[src/rtl/wtd_pkg.sv]
// Package for the waypoint to turn/drive converter.
// Holds widths, register indexes, saturation limits and the arctangent table.
// No dependencies.
package wtd_pkg;

  localparam int COORD_WIDTH_DEF  = 24;
  localparam int CORDIC_STEPS_DEF = 16;

  // Square root unit: radicand below 2^51, root of 26 bits.
  localparam int SQ_W   = 52;
  localparam int ROOT_W = 26;

  // Shared multiplier operands and product.
  localparam int MUL_W  = 25;
  localparam int PROD_W = 2 * MUL_W;

  localparam int DIST_W = 25;
  localparam logic [DIST_W-1:0] MAX25 = '1;

  localparam int ATAN_LEN = 24;

  // Configuration port.
  localparam int CFG_IDX_W  = 3;
  localparam int CFG_DATA_W = 16;

  localparam logic [CFG_IDX_W-1:0] REG_MIN_DISTANCE  = 3'd0;
  localparam logic [CFG_IDX_W-1:0] REG_MIN_TURN      = 3'd1;
  localparam logic [CFG_IDX_W-1:0] REG_TURN_SPEED    = 3'd2;
  localparam logic [CFG_IDX_W-1:0] REG_ADVANCE_SPEED = 3'd3;
  localparam logic [CFG_IDX_W-1:0] REG_TURN_DUR      = 3'd4;
  localparam logic [CFG_IDX_W-1:0] REG_MS_PER_CM     = 3'd5;
  localparam logic [CFG_IDX_W-1:0] REG_BASE_DUR      = 3'd6;
  localparam logic [CFG_IDX_W-1:0] REG_MAX_WAYPOINTS = 3'd7;

  // Result kinds.
  localparam logic KIND_TURN    = 1'b0;
  localparam logic KIND_ADVANCE = 1'b1;

  // Input commands.
  localparam logic CMD_START    = 1'b0;
  localparam logic CMD_WAYPOINT = 1'b1;

  // Arctangent of 2^-i as a 32-bit binary angle.
  function automatic logic [31:0] atan_entry(input logic [4:0] idx);
    logic [31:0] v;
    case (idx)
      5'd0:  v = 32'h20000000;
      5'd1:  v = 32'h12E4051E;
      5'd2:  v = 32'h09FB385B;
      5'd3:  v = 32'h051111D4;
      5'd4:  v = 32'h028B0D43;
      5'd5:  v = 32'h0145D7E1;
      5'd6:  v = 32'h00A2F61E;
      5'd7:  v = 32'h00517C55;
      5'd8:  v = 32'h0028BE53;
      5'd9:  v = 32'h00145F2F;
      5'd10: v = 32'h000A2F98;
      5'd11: v = 32'h000517CC;
      5'd12: v = 32'h00028BE6;
      5'd13: v = 32'h000145F3;
      5'd14: v = 32'h0000A2FA;
      5'd15: v = 32'h0000517D;
      5'd16: v = 32'h000028BE;
      5'd17: v = 32'h0000145F;
      5'd18: v = 32'h00000A30;
      5'd19: v = 32'h00000518;
      5'd20: v = 32'h0000028C;
      5'd21: v = 32'h00000146;
      5'd22: v = 32'h000000A3;
      5'd23: v = 32'h00000051;
      default: v = 32'h00000000;
    endcase
    return v;
  endfunction

endpackage

[src/rtl/wtd_in_if.sv]
// Input channel interface: one waypoint or start word per handshake.
// Depends on nothing; width follows the coordinate parameter.
interface wtd_in_if #(parameter int CW = 24);
  logic                 valid;
  logic                 ready;
  logic                 cmd;
  logic signed [CW-1:0] pos_x;
  logic signed [CW-1:0] pos_y;
  logic signed [15:0]   heading;

  modport source(output valid, cmd, pos_x, pos_y, heading, input ready);
  modport sink(input valid, cmd, pos_x, pos_y, heading, output ready);
endinterface

[src/rtl/wtd_out_if.sv]
// Result channel interface: one turn or advance command per word.
// Depends on nothing.
interface wtd_out_if;
  logic               valid;
  logic               ready;
  logic               kind;
  logic [24:0]        distance;
  logic signed [15:0] turn_angle;
  logic [7:0]         speed;
  logic [24:0]        duration_ms;
  logic               last;

  modport source(output valid, kind, distance, turn_angle, speed, duration_ms, last,
                 input ready);
  modport sink(input valid, kind, distance, turn_angle, speed, duration_ms, last,
               output ready);
endinterface

[src/rtl/wtd_cfg_if.sv]
// Configuration write channel interface: register index and data per word.
// Depends on nothing.
interface wtd_cfg_if;
  logic        valid;
  logic        ready;
  logic [2:0]  index;
  logic [15:0] data;

  modport source(output valid, index, data, input ready);
  modport sink(input valid, index, data, output ready);
endinterface

[src/rtl/wtd_sqrt.sv]
// Digit-serial square root: two radicand bits per cycle, one root bit out.
// Gives the root rounded to nearest. Depends on wtd_pkg.
module wtd_sqrt (
  input  logic                        clk,
  input  logic                        rst_n,
  input  logic                        start,
  input  logic [wtd_pkg::SQ_W-1:0]    radicand,
  output logic                        done,
  output logic [wtd_pkg::ROOT_W:0]    root
);

  localparam int RW  = wtd_pkg::ROOT_W;
  localparam int SW  = wtd_pkg::SQ_W;
  localparam int CNW = $clog2(RW + 1);

  logic [SW-1:0]   rad_r, rad_nxt;
  logic [RW+1:0]   rem_r, rem_nxt;
  logic [RW-1:0]   root_r, root_nxt;
  logic [CNW-1:0]  cnt_r, cnt_nxt;
  logic            run_r, run_nxt;
  logic            done_r, done_nxt;
  logic [RW+3:0]   rem_sh;
  logic [RW+3:0]   trial;

  // One restoring step: bring down two bits, try the next root bit.
  always_comb begin
    rem_sh   = {rem_r, rad_r[SW-1 -: 2]};
    trial    = (RW + 4)'({root_r, 2'b01});
    rad_nxt  = rad_r;
    rem_nxt  = rem_r;
    root_nxt = root_r;
    cnt_nxt  = cnt_r;
    run_nxt  = run_r;
    done_nxt = done_r;
    if (start) begin
      rad_nxt  = radicand;
      rem_nxt  = '0;
      root_nxt = '0;
      cnt_nxt  = '0;
      run_nxt  = 1'b1;
      done_nxt = 1'b0;
    end else if (run_r) begin
      rad_nxt = {rad_r[SW-3:0], 2'b00};
      if (rem_sh >= trial) begin
        rem_nxt  = (RW + 2)'(rem_sh - trial);
        root_nxt = {root_r[RW-2:0], 1'b1};
      end else begin
        rem_nxt  = (RW + 2)'(rem_sh);
        root_nxt = {root_r[RW-2:0], 1'b0};
      end
      cnt_nxt = cnt_r + 1'b1;
      if (cnt_r == CNW'(RW - 1)) begin
        run_nxt  = 1'b0;
        done_nxt = 1'b1;
      end
    end
  end

  always_ff @(posedge clk) begin
    if (!rst_n) begin
      run_r  <= 1'b0;
      done_r <= 1'b0;
      cnt_r  <= '0;
    end else begin
      run_r  <= run_nxt;
      done_r <= done_nxt;
      cnt_r  <= cnt_nxt;
    end
    rad_r  <= rad_nxt;
    rem_r  <= rem_nxt;
    root_r <= root_nxt;
  end

  // Round up when the remainder exceeds the root.
  assign root = ({1'b0, rem_r} > (RW + 3)'(root_r)) ? ((RW + 1)'(root_r) + 1'b1)
                                                    : (RW + 1)'(root_r);
  assign done = done_r;

endmodule

[src/rtl/wtd_cordic.sv]
// Iterative vectoring CORDIC: one rotation step per cycle gives the bearing.
// Depends on wtd_pkg for the arctangent table.
module wtd_cordic #(
  parameter int CW    = wtd_pkg::COORD_WIDTH_DEF,
  parameter int STEPS = wtd_pkg::CORDIC_STEPS_DEF
) (
  input  logic               clk,
  input  logic               rst_n,
  input  logic               start,
  input  logic signed [CW:0] dx,
  input  logic signed [CW:0] dy,
  output logic               done,
  output logic [15:0]        head
);

  localparam int XW  = CW + 27;
  localparam int NIT = (STEPS < wtd_pkg::ATAN_LEN) ? STEPS : wtd_pkg::ATAN_LEN;
  localparam int CNW = $clog2(NIT + 1);

  logic signed [XW-1:0] x_r, x_nxt, y_r, y_nxt, xs, ys, x0, y0;
  logic [31:0]          z_r, z_nxt, z_rnd;
  logic [CNW-1:0]       cnt_r, cnt_nxt;
  logic                 run_r, run_nxt, done_r, done_nxt;

  always_comb begin
    x0       = XW'(dx) <<< 24;
    y0       = XW'(dy) <<< 24;
    xs       = x_r >>> cnt_r;
    ys       = y_r >>> cnt_r;
    x_nxt    = x_r;
    y_nxt    = y_r;
    z_nxt    = z_r;
    cnt_nxt  = cnt_r;
    run_nxt  = run_r;
    done_nxt = done_r;
    if (start) begin
      // A vector in the left half plane is turned by a half turn first.
      if (dx < 0) begin
        x_nxt = -x0;
        y_nxt = -y0;
        z_nxt = 32'h80000000;
      end else begin
        x_nxt = x0;
        y_nxt = y0;
        z_nxt = '0;
      end
      cnt_nxt  = '0;
      run_nxt  = 1'b1;
      done_nxt = 1'b0;
    end else if (run_r) begin
      if (!y_r[XW-1] && (y_r != '0)) begin
        x_nxt = x_r + ys;
        y_nxt = y_r - xs;
        z_nxt = z_r + wtd_pkg::atan_entry(5'(cnt_r));
      end else begin
        x_nxt = x_r - ys;
        y_nxt = y_r + xs;
        z_nxt = z_r - wtd_pkg::atan_entry(5'(cnt_r));
      end
      cnt_nxt = cnt_r + 1'b1;
      if (cnt_r == CNW'(NIT - 1)) begin
        run_nxt  = 1'b0;
        done_nxt = 1'b1;
      end
    end
  end

  always_ff @(posedge clk) begin
    if (!rst_n) begin
      run_r  <= 1'b0;
      done_r <= 1'b0;
      cnt_r  <= '0;
    end else begin
      run_r  <= run_nxt;
      done_r <= done_nxt;
      cnt_r  <= cnt_nxt;
    end
    x_r <= x_nxt;
    y_r <= y_nxt;
    z_r <= z_nxt;
  end

  // Round the 32-bit angle to 16 bits.
  assign z_rnd = z_r + 32'h00008000;
  assign head  = z_rnd[31:16];
  assign done  = done_r;

endmodule

[src/rtl/waypoint_to_turn_drive_top.sv]
// Top level of the waypoint to turn/drive converter: registers, sequencer,
// shared multiplier and result register. Depends on wtd_pkg, the channel
// interfaces, wtd_sqrt and wtd_cordic.
//
//  channel | dir | word
//  in_chan | in  | cmd, pos_x, pos_y, heading
//  out_chan| out | kind, distance, turn_angle, speed, duration_ms, last
//  cfg_chan| in  | index, data (register write)
//
// A start word or an ignored waypoint ends in S_IDLE. A processed waypoint has
// its squared lengths formed on the shared 25x25 multiplier and compared with
// the squared minimum distance (S_MA to S_CHK); one too near ends there. Then
// the square root and the CORDIC run side by side (S_RUN), the timeout is formed
// (S_MD, S_ADD), and any turn word and the advance word go out. Reset is
// synchronous and active low and sets the registers to their defaults and the
// pose to the origin. A stalled result register holds the sequencer until it frees.
module waypoint_to_turn_drive_top #(
  parameter int COORD_WIDTH  = wtd_pkg::COORD_WIDTH_DEF,
  parameter int CORDIC_STEPS = wtd_pkg::CORDIC_STEPS_DEF
) (
  input logic           clk,
  input logic           rst_n,
  wtd_in_if.sink        in_chan,
  wtd_out_if.source     out_chan,
  wtd_cfg_if.sink       cfg_chan
);

  localparam int CW  = COORD_WIDTH;
  localparam int AXW = (CW + 1 > 26) ? CW + 1 : 26;

  localparam logic [3:0] S_IDLE = 4'd0;
  localparam logic [3:0] S_MA   = 4'd1;
  localparam logic [3:0] S_MB   = 4'd2;
  localparam logic [3:0] S_MC   = 4'd3;
  localparam logic [3:0] S_CHK  = 4'd4;
  localparam logic [3:0] S_RUN  = 4'd5;
  localparam logic [3:0] S_MD   = 4'd6;
  localparam logic [3:0] S_ADD  = 4'd7;
  localparam logic [3:0] S_TURN = 4'd8;
  localparam logic [3:0] S_ADV  = 4'd9;

  // Configuration registers.
  logic [15:0] min_distance_r, turn_dur_r, base_dur_r;
  logic [14:0] min_turn_r;
  logic [7:0]  turn_speed_r, adv_speed_r;
  logic [9:0]  ms_per_cm_r;
  logic [3:0]  max_wp_r;

  // Route state.
  logic signed [CW-1:0] prev_x_r, prev_y_r, px_r, py_r;
  logic [15:0]          prev_head_r;
  logic [3:0]           count_r;

  logic [3:0]                   state_r;
  logic signed [CW:0]           dx_r, dy_r;
  logic [CW:0]                  ax, ay;
  logic [AXW-1:0]               ax_w, ay_w;
  logic                         big;
  logic [wtd_pkg::MUL_W-1:0]    mul_a, mul_b;
  logic [wtd_pkg::PROD_W-1:0]   mul_r;
  logic [wtd_pkg::PROD_W:0]     sq_r;
  logic [24:0]                  dist_r;
  logic [24:0]                  dur_r;
  logic [15:0]                  diff, mag;
  logic [42:0]                  dur_sum;
  logic                         sq_start, cd_start, sq_done, cd_done;
  logic [wtd_pkg::ROOT_W:0]     root;
  logic [15:0]                  head;
  logic                         in_fire, out_free, out_load;

  logic        out_valid_r, out_kind_r, out_last_r;
  logic [24:0] out_dist_r, out_dur_r;
  logic [15:0] out_angle_r;
  logic [7:0]  out_speed_r;

  assign in_fire  = in_chan.valid && (state_r == S_IDLE);
  assign out_free = !out_valid_r || out_chan.ready;
  assign out_load = ((state_r == S_TURN) || (state_r == S_ADV)) && out_free;

  // Absolute components, widened so the 2^25 limit test fits any width.
  assign ax   = dx_r[CW] ? (CW + 1)'(-dx_r) : (CW + 1)'(dx_r);
  assign ay   = dy_r[CW] ? (CW + 1)'(-dy_r) : (CW + 1)'(dy_r);
  assign ax_w = AXW'(ax);
  assign ay_w = AXW'(ay);
  assign big  = (ax_w >= AXW'(33554432)) || (ay_w >= AXW'(33554432));

  // Shared multiplier operand select.
  always_comb begin
    mul_a = ax_w[24:0];
    mul_b = ax_w[24:0];
    unique case (state_r)
      S_MB: begin
        mul_a = ay_w[24:0];
        mul_b = ay_w[24:0];
      end
      S_MC: begin
        mul_a = 25'(min_distance_r);
        mul_b = 25'(min_distance_r);
      end
      S_MD: begin
        mul_a = dist_r;
        mul_b = 25'(ms_per_cm_r);
      end
      default: begin
        mul_a = ax_w[24:0];
        mul_b = ax_w[24:0];
      end
    endcase
  end

  // Heading change and timeout arithmetic.
  assign diff    = head - prev_head_r;
  assign mag     = diff[15] ? 16'(-diff) : diff;
  assign dur_sum = 43'(mul_r[49:8]) + 43'(base_dur_r);

  assign sq_start = (state_r == S_CHK) && !big && (sq_r > (wtd_pkg::PROD_W + 1)'(mul_r));
  assign cd_start = (state_r == S_CHK) && (big || (sq_r > (wtd_pkg::PROD_W + 1)'(mul_r)));

  wtd_sqrt u_sqrt (
    .clk      (clk),
    .rst_n    (rst_n),
    .start    (sq_start),
    .radicand ({1'b0, sq_r}),
    .done     (sq_done),
    .root     (root)
  );

  wtd_cordic #(.CW(CW), .STEPS(CORDIC_STEPS)) u_cordic (
    .clk   (clk),
    .rst_n (rst_n),
    .start (cd_start),
    .dx    (dx_r),
    .dy    (dy_r),
    .done  (cd_done),
    .head  (head)
  );

  // Configuration writes.
  always_ff @(posedge clk) begin
    if (!rst_n) begin
      min_distance_r <= 16'd26;
      min_turn_r     <= 15'd182;
      turn_speed_r   <= 8'd130;
      adv_speed_r    <= 8'd150;
      turn_dur_r     <= 16'd5000;
      ms_per_cm_r    <= 10'd200;
      base_dur_r     <= 16'd2000;
      max_wp_r       <= 4'd8;
    end else if (cfg_chan.valid) begin
      unique case (cfg_chan.index)
        wtd_pkg::REG_MIN_DISTANCE:  min_distance_r <= cfg_chan.data;
        wtd_pkg::REG_MIN_TURN:      min_turn_r     <= cfg_chan.data[14:0];
        wtd_pkg::REG_TURN_SPEED:    turn_speed_r   <= cfg_chan.data[7:0];
        wtd_pkg::REG_ADVANCE_SPEED: adv_speed_r    <= cfg_chan.data[7:0];
        wtd_pkg::REG_TURN_DUR:      turn_dur_r     <= cfg_chan.data;
        wtd_pkg::REG_MS_PER_CM:     ms_per_cm_r    <= cfg_chan.data[9:0];
        wtd_pkg::REG_BASE_DUR:      base_dur_r     <= cfg_chan.data;
        wtd_pkg::REG_MAX_WAYPOINTS: max_wp_r       <= cfg_chan.data[3:0];
        default: ;
      endcase
    end
  end

  // Result valid: set when a word is loaded, cleared when it is taken.
  always_ff @(posedge clk) begin
    if (!rst_n) begin
      out_valid_r <= 1'b0;
    end else if (out_load) begin
      out_valid_r <= 1'b1;
    end else if (out_chan.ready) begin
      out_valid_r <= 1'b0;
    end
  end

  // Sequencer.
  always_ff @(posedge clk) begin
    if (!rst_n) begin
      state_r     <= S_IDLE;
      prev_x_r    <= '0;
      prev_y_r    <= '0;
      prev_head_r <= '0;
      count_r     <= '0;
    end else begin
      unique case (state_r)
        S_IDLE: begin
          if (in_fire) begin
            if (in_chan.cmd == wtd_pkg::CMD_START) begin
              prev_x_r    <= in_chan.pos_x;
              prev_y_r    <= in_chan.pos_y;
              prev_head_r <= in_chan.heading;
              count_r     <= '0;
            end else if (count_r < max_wp_r) begin
              state_r <= S_MA;
            end
          end
        end
        S_MA:  state_r <= S_MB;
        S_MB:  state_r <= S_MC;
        S_MC:  state_r <= S_CHK;
        S_CHK: state_r <= cd_start ? S_RUN : S_IDLE;
        S_RUN: if (cd_done && (big || sq_done)) state_r <= S_MD;
        S_MD:  state_r <= S_ADD;
        S_ADD: state_r <= (mag > {1'b0, min_turn_r}) ? S_TURN : S_ADV;
        S_TURN: begin
          if (out_free) begin
            state_r <= S_ADV;
          end
        end
        S_ADV: begin
          if (out_free) begin
            prev_x_r    <= px_r;
            prev_y_r    <= py_r;
            prev_head_r <= head;
            count_r     <= count_r + 1'b1;
            state_r     <= S_IDLE;
          end
        end
        default: state_r <= S_IDLE;
      endcase
    end
  end

  // Datapath registers.
  always_ff @(posedge clk) begin
    mul_r <= mul_a * mul_b;
    if (in_fire) begin
      px_r <= in_chan.pos_x;
      py_r <= in_chan.pos_y;
      dx_r <= (CW + 1)'(in_chan.pos_x) - (CW + 1)'(prev_x_r);
      dy_r <= (CW + 1)'(in_chan.pos_y) - (CW + 1)'(prev_y_r);
    end
    if (state_r == S_MB) sq_r <= (wtd_pkg::PROD_W + 1)'(mul_r);
    if (state_r == S_MC) sq_r <= sq_r + (wtd_pkg::PROD_W + 1)'(mul_r);
    if (state_r == S_RUN) begin
      if (big || (root > (wtd_pkg::ROOT_W + 1)'(wtd_pkg::MAX25))) dist_r <= wtd_pkg::MAX25;
      else dist_r <= root[24:0];
    end
    if (state_r == S_ADD) begin
      dur_r <= (dur_sum > 43'(wtd_pkg::MAX25)) ? wtd_pkg::MAX25 : dur_sum[24:0];
    end
    if ((state_r == S_TURN) && out_free) begin
      out_kind_r  <= wtd_pkg::KIND_TURN;
      out_dist_r  <= '0;
      out_angle_r <= diff;
      out_speed_r <= turn_speed_r;
      out_dur_r   <= 25'(turn_dur_r);
      out_last_r  <= 1'b0;
    end
    if ((state_r == S_ADV) && out_free) begin
      out_kind_r  <= wtd_pkg::KIND_ADVANCE;
      out_dist_r  <= dist_r;
      out_angle_r <= '0;
      out_speed_r <= adv_speed_r;
      out_dur_r   <= dur_r;
      out_last_r  <= 1'b1;
    end
  end

  assign in_chan.ready        = (state_r == S_IDLE);
  assign cfg_chan.ready       = 1'b1;
  assign out_chan.valid       = out_valid_r;
  assign out_chan.kind        = out_kind_r;
  assign out_chan.distance    = out_dist_r;
  assign out_chan.turn_angle  = out_angle_r;
  assign out_chan.speed       = out_speed_r;
  assign out_chan.duration_ms = out_dur_r;
  assign out_chan.last        = out_last_r;

endmodule
[src/flat_wrapper.sv]
// flat-port wrapper written by rule: the top's interface ports become plain ports
module waypoint_to_turn_drive_top_flat 
#(
  parameter int COORD_WIDTH  = wtd_pkg::COORD_WIDTH_DEF,
  parameter int CORDIC_STEPS = wtd_pkg::CORDIC_STEPS_DEF
)
  (clk, rst_n, in_chan_valid, in_chan_cmd, in_chan_pos_x, in_chan_pos_y, in_chan_heading, in_chan_ready, out_chan_valid, out_chan_kind, out_chan_distance, out_chan_turn_angle, out_chan_speed, out_chan_duration_ms, out_chan_last, out_chan_ready, cfg_chan_valid, cfg_chan_index, cfg_chan_data, cfg_chan_ready);
  wtd_in_if in_chan_i ();
  wtd_out_if out_chan_i ();
  wtd_cfg_if cfg_chan_i ();
  input logic clk;
  input logic rst_n;
  input wire logic [$bits(in_chan_i.valid)-1:0] in_chan_valid;
  input wire logic [$bits(in_chan_i.cmd)-1:0] in_chan_cmd;
  input wire logic [$bits(in_chan_i.pos_x)-1:0] in_chan_pos_x;
  input wire logic [$bits(in_chan_i.pos_y)-1:0] in_chan_pos_y;
  input wire logic [$bits(in_chan_i.heading)-1:0] in_chan_heading;
  output wire logic [$bits(in_chan_i.ready)-1:0] in_chan_ready;
  output wire logic [$bits(out_chan_i.valid)-1:0] out_chan_valid;
  output wire logic [$bits(out_chan_i.kind)-1:0] out_chan_kind;
  output wire logic [$bits(out_chan_i.distance)-1:0] out_chan_distance;
  output wire logic [$bits(out_chan_i.turn_angle)-1:0] out_chan_turn_angle;
  output wire logic [$bits(out_chan_i.speed)-1:0] out_chan_speed;
  output wire logic [$bits(out_chan_i.duration_ms)-1:0] out_chan_duration_ms;
  output wire logic [$bits(out_chan_i.last)-1:0] out_chan_last;
  input wire logic [$bits(out_chan_i.ready)-1:0] out_chan_ready;
  input wire logic [$bits(cfg_chan_i.valid)-1:0] cfg_chan_valid;
  input wire logic [$bits(cfg_chan_i.index)-1:0] cfg_chan_index;
  input wire logic [$bits(cfg_chan_i.data)-1:0] cfg_chan_data;
  output wire logic [$bits(cfg_chan_i.ready)-1:0] cfg_chan_ready;
  assign in_chan_i.valid = in_chan_valid;
  assign in_chan_i.cmd = in_chan_cmd;
  assign in_chan_i.pos_x = in_chan_pos_x;
  assign in_chan_i.pos_y = in_chan_pos_y;
  assign in_chan_i.heading = in_chan_heading;
  assign in_chan_ready = in_chan_i.ready;
  assign out_chan_valid = out_chan_i.valid;
  assign out_chan_kind = out_chan_i.kind;
  assign out_chan_distance = out_chan_i.distance;
  assign out_chan_turn_angle = out_chan_i.turn_angle;
  assign out_chan_speed = out_chan_i.speed;
  assign out_chan_duration_ms = out_chan_i.duration_ms;
  assign out_chan_last = out_chan_i.last;
  assign out_chan_i.ready = out_chan_ready;
  assign cfg_chan_i.valid = cfg_chan_valid;
  assign cfg_chan_i.index = cfg_chan_index;
  assign cfg_chan_i.data = cfg_chan_data;
  assign cfg_chan_ready = cfg_chan_i.ready;
  waypoint_to_turn_drive_top #(.COORD_WIDTH(COORD_WIDTH), .CORDIC_STEPS(CORDIC_STEPS)) u_core (.clk(clk), .rst_n(rst_n), .in_chan(in_chan_i), .out_chan(out_chan_i), .cfg_chan(cfg_chan_i));
endmodule
[config.mk]
export PLATFORM = sky130hd
export DESIGN_NAME = waypoint_to_turn_drive_top_flat
export DESIGN_NICKNAME = d
export VERILOG_FILES = /design/src/rtl/wtd_pkg.sv /design/src/rtl/wtd_in_if.sv /design/src/rtl/wtd_out_if.sv /design/src/rtl/wtd_cfg_if.sv /design/src/rtl/wtd_sqrt.sv /design/src/rtl/wtd_cordic.sv /design/src/rtl/waypoint_to_turn_drive_top.sv /design/src/flat_wrapper.sv
export SDC_FILE = /design/constraint.sdc
export NUM_CORES = 2
export LEC_CHECK = 0
export ABC_CLOCK_PERIOD_IN_PS = 11000
export BUFFER_PORTS_ARGS = -buffer_cell sky130_fd_sc_hd__buf_2
export CORE_UTILIZATION = 40
export CTS_BUF_LIST = sky130_fd_sc_hd__clkbuf_8
export CTS_CLUSTER_SIZE = 40
export DETAILED_ROUTE_END_ITERATION = 6
export SYNTH_ARGS = -nofsm -noshare
export SYNTH_HDL_FRONTEND = slang
export SYNTH_HIERARCHICAL = 1
export SYNTH_SLANG_ARGS = --single-unit
[constraint.sdc]
create_clock -name clk -period 11 [get_ports clk]
set_input_delay 2.2 -clock clk [delete_from_list [all_inputs] [get_ports clk]]
set_output_delay 2.2 -clock clk [all_outputs]
set_load 0.05 [all_outputs]
Yosys cells after proc, flatten, opt, wreduce, memory -nomap -nowiden
Memory sizes are Yosys's and may differ from the RTL's. A register that Yosys moved wholly into a read port is not among the register bits.
Cells that the tools add are included.

operators by class
  add/sub/neg operators = 22
  multiply operators = 1
  order comparisons = 10
  equal/unequal tests = 25
  shift operators = 2
  muxes and demuxes = 73
  bitwise gates (word level) = 1
  reductions and logical operators = 41

operators with widths
  cell                    count
  $mux 51                 12
  $mux 32                 10
  $mux 25                 6
  $pmux 25 s3             2
  $mux 24                 6
  $add 51x51->51          2
  $neg 49->51             2
  $sshr 51x5->51          2
  $sub 51x51->51          2
  $pmux 24 s2             2
  $mux 16                 4
  $ge 25x26->1 const B    2
  $add 51x50->51          1
  $gt 51x50->1            1
  $reduce_bool 51->1      1
  $mul 25x25->50          1
  $neg 25->25             2
  $sub 24x24->25          2
  $add 42x16->43          1
  $gt 43x25->1 const B    1
  $pmux 4 s10             1
  $mux 4                  9
  $add 32x16->32 const B  1
  $add 32x32->32          1
  other kinds (43)        101

word-level totals
  register bits after elaboration = 744
  memory bits (read-only) = 1920
  input port bits = 89
  output and inout bits = 79
  memories = 2

memories
  memory           words  bits a word  rd ports  clocked after memory_dff  wr ports  line           source
  (no name shown)  32     30           1         1                         0         wtd_pkg.sv:46  case (idx)
  (no name shown)  32     30           1         1                         0         wtd_pkg.sv:46

Logic depth before layout (Yosys ltp)
  depth after elaboration = 11
  depth in mapped cells = 39

Cells and area by module
Netlist, hierarchy kept.

modules (own cells, without submodules)
  module                      times used  cells an instance  area each (um^2)
  waypoint_to_turn_drive_top  1           5411               48134.9
  wtd_cordic                  1           3108               26628.0
  wtd_sqrt                    1           707                6710.2

Worst setup path after synthesis
No wires, ideal clock.

  path type = register -> register
  start = reg u_core.state_r[1]
  end = reg u_core/mul_r[43] (netlist bit)
  arrival = 9.403 ns
  data required time = 10.873 ns
  path slack = 1.470 ns
  cell stages (with the launch flop) = 34
  path buffers = 4
  period minus slack after synthesis = 9.530 ns
  path through = dfxtp_1 > clkbuf_1 > nand2b_1 > or2_2 > clkbuf_1 > inv_1 > buf_2 > nor2_1 > o21ai_1 > inv_1 > a21oi_1 > buf_2 > nor2_1 > fa_1 > inv_1 > fa_1 > inv_1 > fa_1 > fa_1 > fa_1 > fa_1 > inv_1 > fa_1 > inv_1 > ha_1 > and2_1 > and4_1 > o2bb2ai_1 > a2111o_1 > a31oi_1 > o21ai_0 > a311oi_1 > o21ai_0 > xor2_1

between the ends
  word-level cells in the longest chain between the ends = 3

RTL lines
  what                                             line                               source
  from (decl)                                      waypoint_to_turn_drive_top.sv:54   logic [3:0] state_r;
  from (signal assigned)                           waypoint_to_turn_drive_top.sv:200  S_CHK: state_r <= cd_start ? S_RUN : S_IDLE;
  from (signal assigned)                           waypoint_to_turn_drive_top.sv:203  S_ADD: state_r <= (mag > {1'b0, min_turn_r}) ? S_TURN : S_ADV;
  $eq 4x3->1 / $eq 4x2->1 (equally long branches)  waypoint_to_turn_drive_top.sv:91   unique case (state_r)
  $pmux 25 s3                                      waypoint_to_turn_drive_top.sv:91
  $mul 25x25->50 (*)                               waypoint_to_turn_drive_top.sv:225  mul_r <= mul_a * mul_b;
  to (signal assigned)                             waypoint_to_turn_drive_top.sv:225
  to (decl)                                        waypoint_to_turn_drive_top.sv:60   logic [wtd_pkg::PROD_W-1:0] mul_r;

Mark *: on every way between the ends. The rest lies on a longest branch, timed or not.
A chain may end at the register's enable or synchronous reset.

Worst setup path after layout
  start = reg u_core.dy_r[3]
  end = reg u_core/mul_r[43] (netlist bit)

between the ends
  word-level cells in the longest chain between the ends = 4

RTL lines
  what                    line                               source
  from (decl)             waypoint_to_turn_drive_top.sv:55   logic signed [CW:0] dx_r, dy_r;
  from (signal assigned)  waypoint_to_turn_drive_top.sv:230  dy_r <= (CW + 1)'(in_chan.pos_y) - (CW + 1)'(prev_y_r);
  $neg 25->25             waypoint_to_turn_drive_top.sv:82   assign ay = dy_r[CW] ? (CW + 1)'(-dy_r) : (CW + 1)'(dy_r);
  $mux 25 (*)             waypoint_to_turn_drive_top.sv:82
  $pmux 25 s3             waypoint_to_turn_drive_top.sv:91
  $mul 25x25->50 (*)      waypoint_to_turn_drive_top.sv:225

Marks and branches as above.

==> key figures <==
Critical path
  – Buf+Inv Stages, Crit Path: 6
  – Startpoint Class: flip-flop
  – Worst EP required: 11.75 ns
  – Critical-path maximum fanout: 14
  – Critical path capture point type: flip-flop
  – Top cell by count, worst path: fa_1
  – Crit path max-delay family: adder cells
  – Critical path type: reg -> reg
  – Worst path slowest cell: fa_1
  – Critical Path Max Stage Delay: approximately 0.58 ns
  – CP arrival: approximately 11 ns

Timing
  – Skew final: between 0.1 and 0.15 ns
  – Final min period: about 10 ns
  – Slew @ Worst Pin: 1.26 ns
  – Final hold vios: 0
  – Max Fclk: between 90 and 100 MHz
  – Final worst hold slack: 0.462 ns
  – RSZ-0062 raised after global routing: false
  – Max-slew violation count: 0
  – Fin crit share: 94.9%
  – Setup TNS: 0 ns
  – Finish-stage setup viols: 0
  – Rel. slew slack: 15.4%

Global routing
  – GR Util All Layers: 26.5%
  – Largest net degree at the start of global routing: 106
  – Antenna violations before repair: 20
  – Vias in the first global route: 69000
  – Gr ovfl total: 0
  – First-pass GRT wire length: 420000 µm

Detailed routing
  – Residual DRC count: 0
  – Total Wirelength: 275000 µm
  – 1st-iter DRT viols: 6637
  – DR vias/cell: 5.75
  – Vias: 69300
  – First-pass DRT Iterations: 6
  – WL met3: 19900 µm
  – Drt wl/cell: 22.9 µm
  – Met2 wire len: 128000 µm
  – Post-DRT Antenna Nets: 0
  – Wl on met1: 113000 µm
  – Max Used Layer: met5

Layout
  – Commonest non-fill, non-tap cell in the layout: nand2_1
  – Commonest cells after routing, fill and taps aside: nand2_1 (1213), inv_1 (1056), nor2_1 (703), ha_1 (566), fa_1 (534)
  – Fillcell total: 19900
  – Fraction of layout cells with a size suffix above 1: about a tenth
  – Area grow syn2layout: 7.78%
  – Design area: a little under 0.09 mm²
  – Sequential cell area: 0.0200 mm²
  – Total Nets Final: 10400
  – Multi-input logic area: about 0.056 mm²

Clock tree
  – Maximum clock path buffer count: 3
  – Skew-Pair Late Insertion Delay: roughly 0.97 ns
  – CTS tree: built
  – Clock-pin slew on the worst setup and hold paths: ~0.06 ns
  – Post_cts resized: 0
  – Clock root cell: clkbuf_8
  – Clk sinks: around 770
  – H-tree levels: 4
  – Setup bufs post-CTS: 0
  – Hold-fix buffer count after cts: 0
  – CTS Buf Count: 147

Floorplanning
  – Initial core utilization: 40.3%
  – Die Span Y: 453 µm
  – Die Width: 453 µm
  – Top Ports: 168
  – Rows: 165
  – CORE AREA: roughly 0.2 mm²
  – Die area: 0.205 mm²

Run
  – Maxcap violations: 0

Run status
  – Status: completed

Yosys
  – Synthesized cell area: 0.0815 mm²
  – Synthesized instance count: 9226
  – Unique masters post-synth: 125
  – Avg Inst Size Synth: 8.83 µm²
  – Post-synth ARST share: 0%
  – Sequential element share of the synthesized area: 24.5%
  – Synth Flop Type: edfxtp_1
  – YS warnings: 6
  – Synth Register Bits: 774
  – Number of enable flip-flop cells after synthesis: roughly 440

Placement
  – Hpwl dp: 214000 µm
  – Final GP Congestion: 1.04
  – Area post-placement: 0.0848 mm²
  – PortBufs: 166

Min path
  – Hold Path Class: reg -> reg
==> metrics by stage <==
stage,setup slack [ns],util (%),std cells
global placement,0.762,41.9,11800
floorplan,1.47,-,9244
detailed placement,0.585,41.9,11800
CTS,0.504,43.4,12000
global route,0.0574,43.4,12000
finish,0.562,43.4,12100
==> final timing paths <==
path	start	end	slack, ns	depth (start not counted)
worst max register to register	u_core/dy_r[3]	u_core/mul_r[43]	0.56	33
worst min register to register	u_core/out_chan.turn_angle[15]	u_core/out_chan.turn_angle[15]	0.46	2
worst max-delay path	u_core/dy_r[3]	u_core/mul_r[43]	0.56	33
worst min-delay path	u_core/out_chan.turn_angle[15]	u_core/out_chan.turn_angle[15]	0.46	2
==> worst register-to-register path, delay by kind of cell, from the launching register on <==
kind | cells | cell delay (ns)
and+or+nand+nor | 7 | 2.15
AOI/OAI and AO/OA | 10 | 2.82
xor gates and xnor gates | 2 | 0.29
buffers and inverters | 6 | 0.48
DFF | 1 | 0.53
adders and majority gates | 8 | 4.01
==> layout make-up <==
| cell class | count | share of cell area, % |
|---|---|---|
| timing repair buffer | 299 | 2.11 |
| multi-input combinational | 7000 | 63.5 |
| clock buffer | 158 | 2.48 |
| sequential | 774 | 22.7 |
| clock inverter | 109 | 0.916 |
| tap | 2672 | 3.81 |
| antenna | 13 | 0.0370 |
| inverter | 1025 | 4.38 |
==> flip-flops by register name, summed over array words and instances, names as in the netlist, 24 cells and up, named ones only <==
signal	cells
u_core/u_cordic/x_r	51
u_core/u_cordic/z_r	32
u_core/px_r	24
u_core/dur_r	25
u_core/py_r	24
u_core/sq_r	51
u_core/out_chan.duration_ms	25
u_core/prev_y_r	24
u_core/mul_r	50
u_core/prev_x_r	24
u_core/u_sqrt/rad_r	52
u_core/out_chan.distance	25
u_core/dist_r	25
u_core/u_cordic/y_r	51
u_core/u_sqrt/rem_r	28
u_core/u_sqrt/root_r	26
u_core/dy_r	25
u_core/dx_r	25
==> per-layer routing <==
| metal | global-route usage, % | up-vias |
|---|---|---|
| met3 | 4.70 | 614 |
| met1 | 33.8 | 34000 |
| li1 | - | 32000 |
| met4 | 12.6 | 8 |
| met5 | 0 | - |
| met2 | 43.3 | 2747 |
==> cell usage after synthesis (64+ instances only) <==
master,instances,area share (%)
nor2b_1,75,0.58
nand4_1,64,0.49
a211oi_1,84,0.77
nand2b_1,97,0.74
or3_1,68,0.52
nor2_1,706,3.3
nor3_1,127,0.78
clkbuf_1,294,1.4
fa_1,534,13
xor2_1,203,2.2
o211a_1,70,0.86
mux4_2,140,3.9
a31oi_1,78,0.60
a21boi_0,83,0.76
dfxtp_1,331,8.1
nand3_1,155,0.95
o21ai_0,413,2.5
and3_1,113,0.87
ha_1,566,8.7
mux2_2,118,1.6
xnor2_1,363,3.9
edfxtp_1,443,16
inv_1,1017,4.7
a21o_1,160,1.5
a21oi_1,487,3.0
mux2i_1,243,3.0
nand2_1,1214,5.6
==> cell families (layout without fill, tap and decap cells) <==
logic type	Yosys count	count (layout)	synth area share, %
xor+xnor	566	566	6.08
buf+inv	1470	1591	7.26
fa+ha+maj	1100	1100	21.8
other cells	2	33	0.00922
compound gates	1931	1931	15.7
flops	774	774	24.5
simple gates	2880	2880	16.2
mux	503	503	8.52
Power is not shown: default switching activity piles up to over one toggle a cycle in this logic, so the estimate is an artifact.
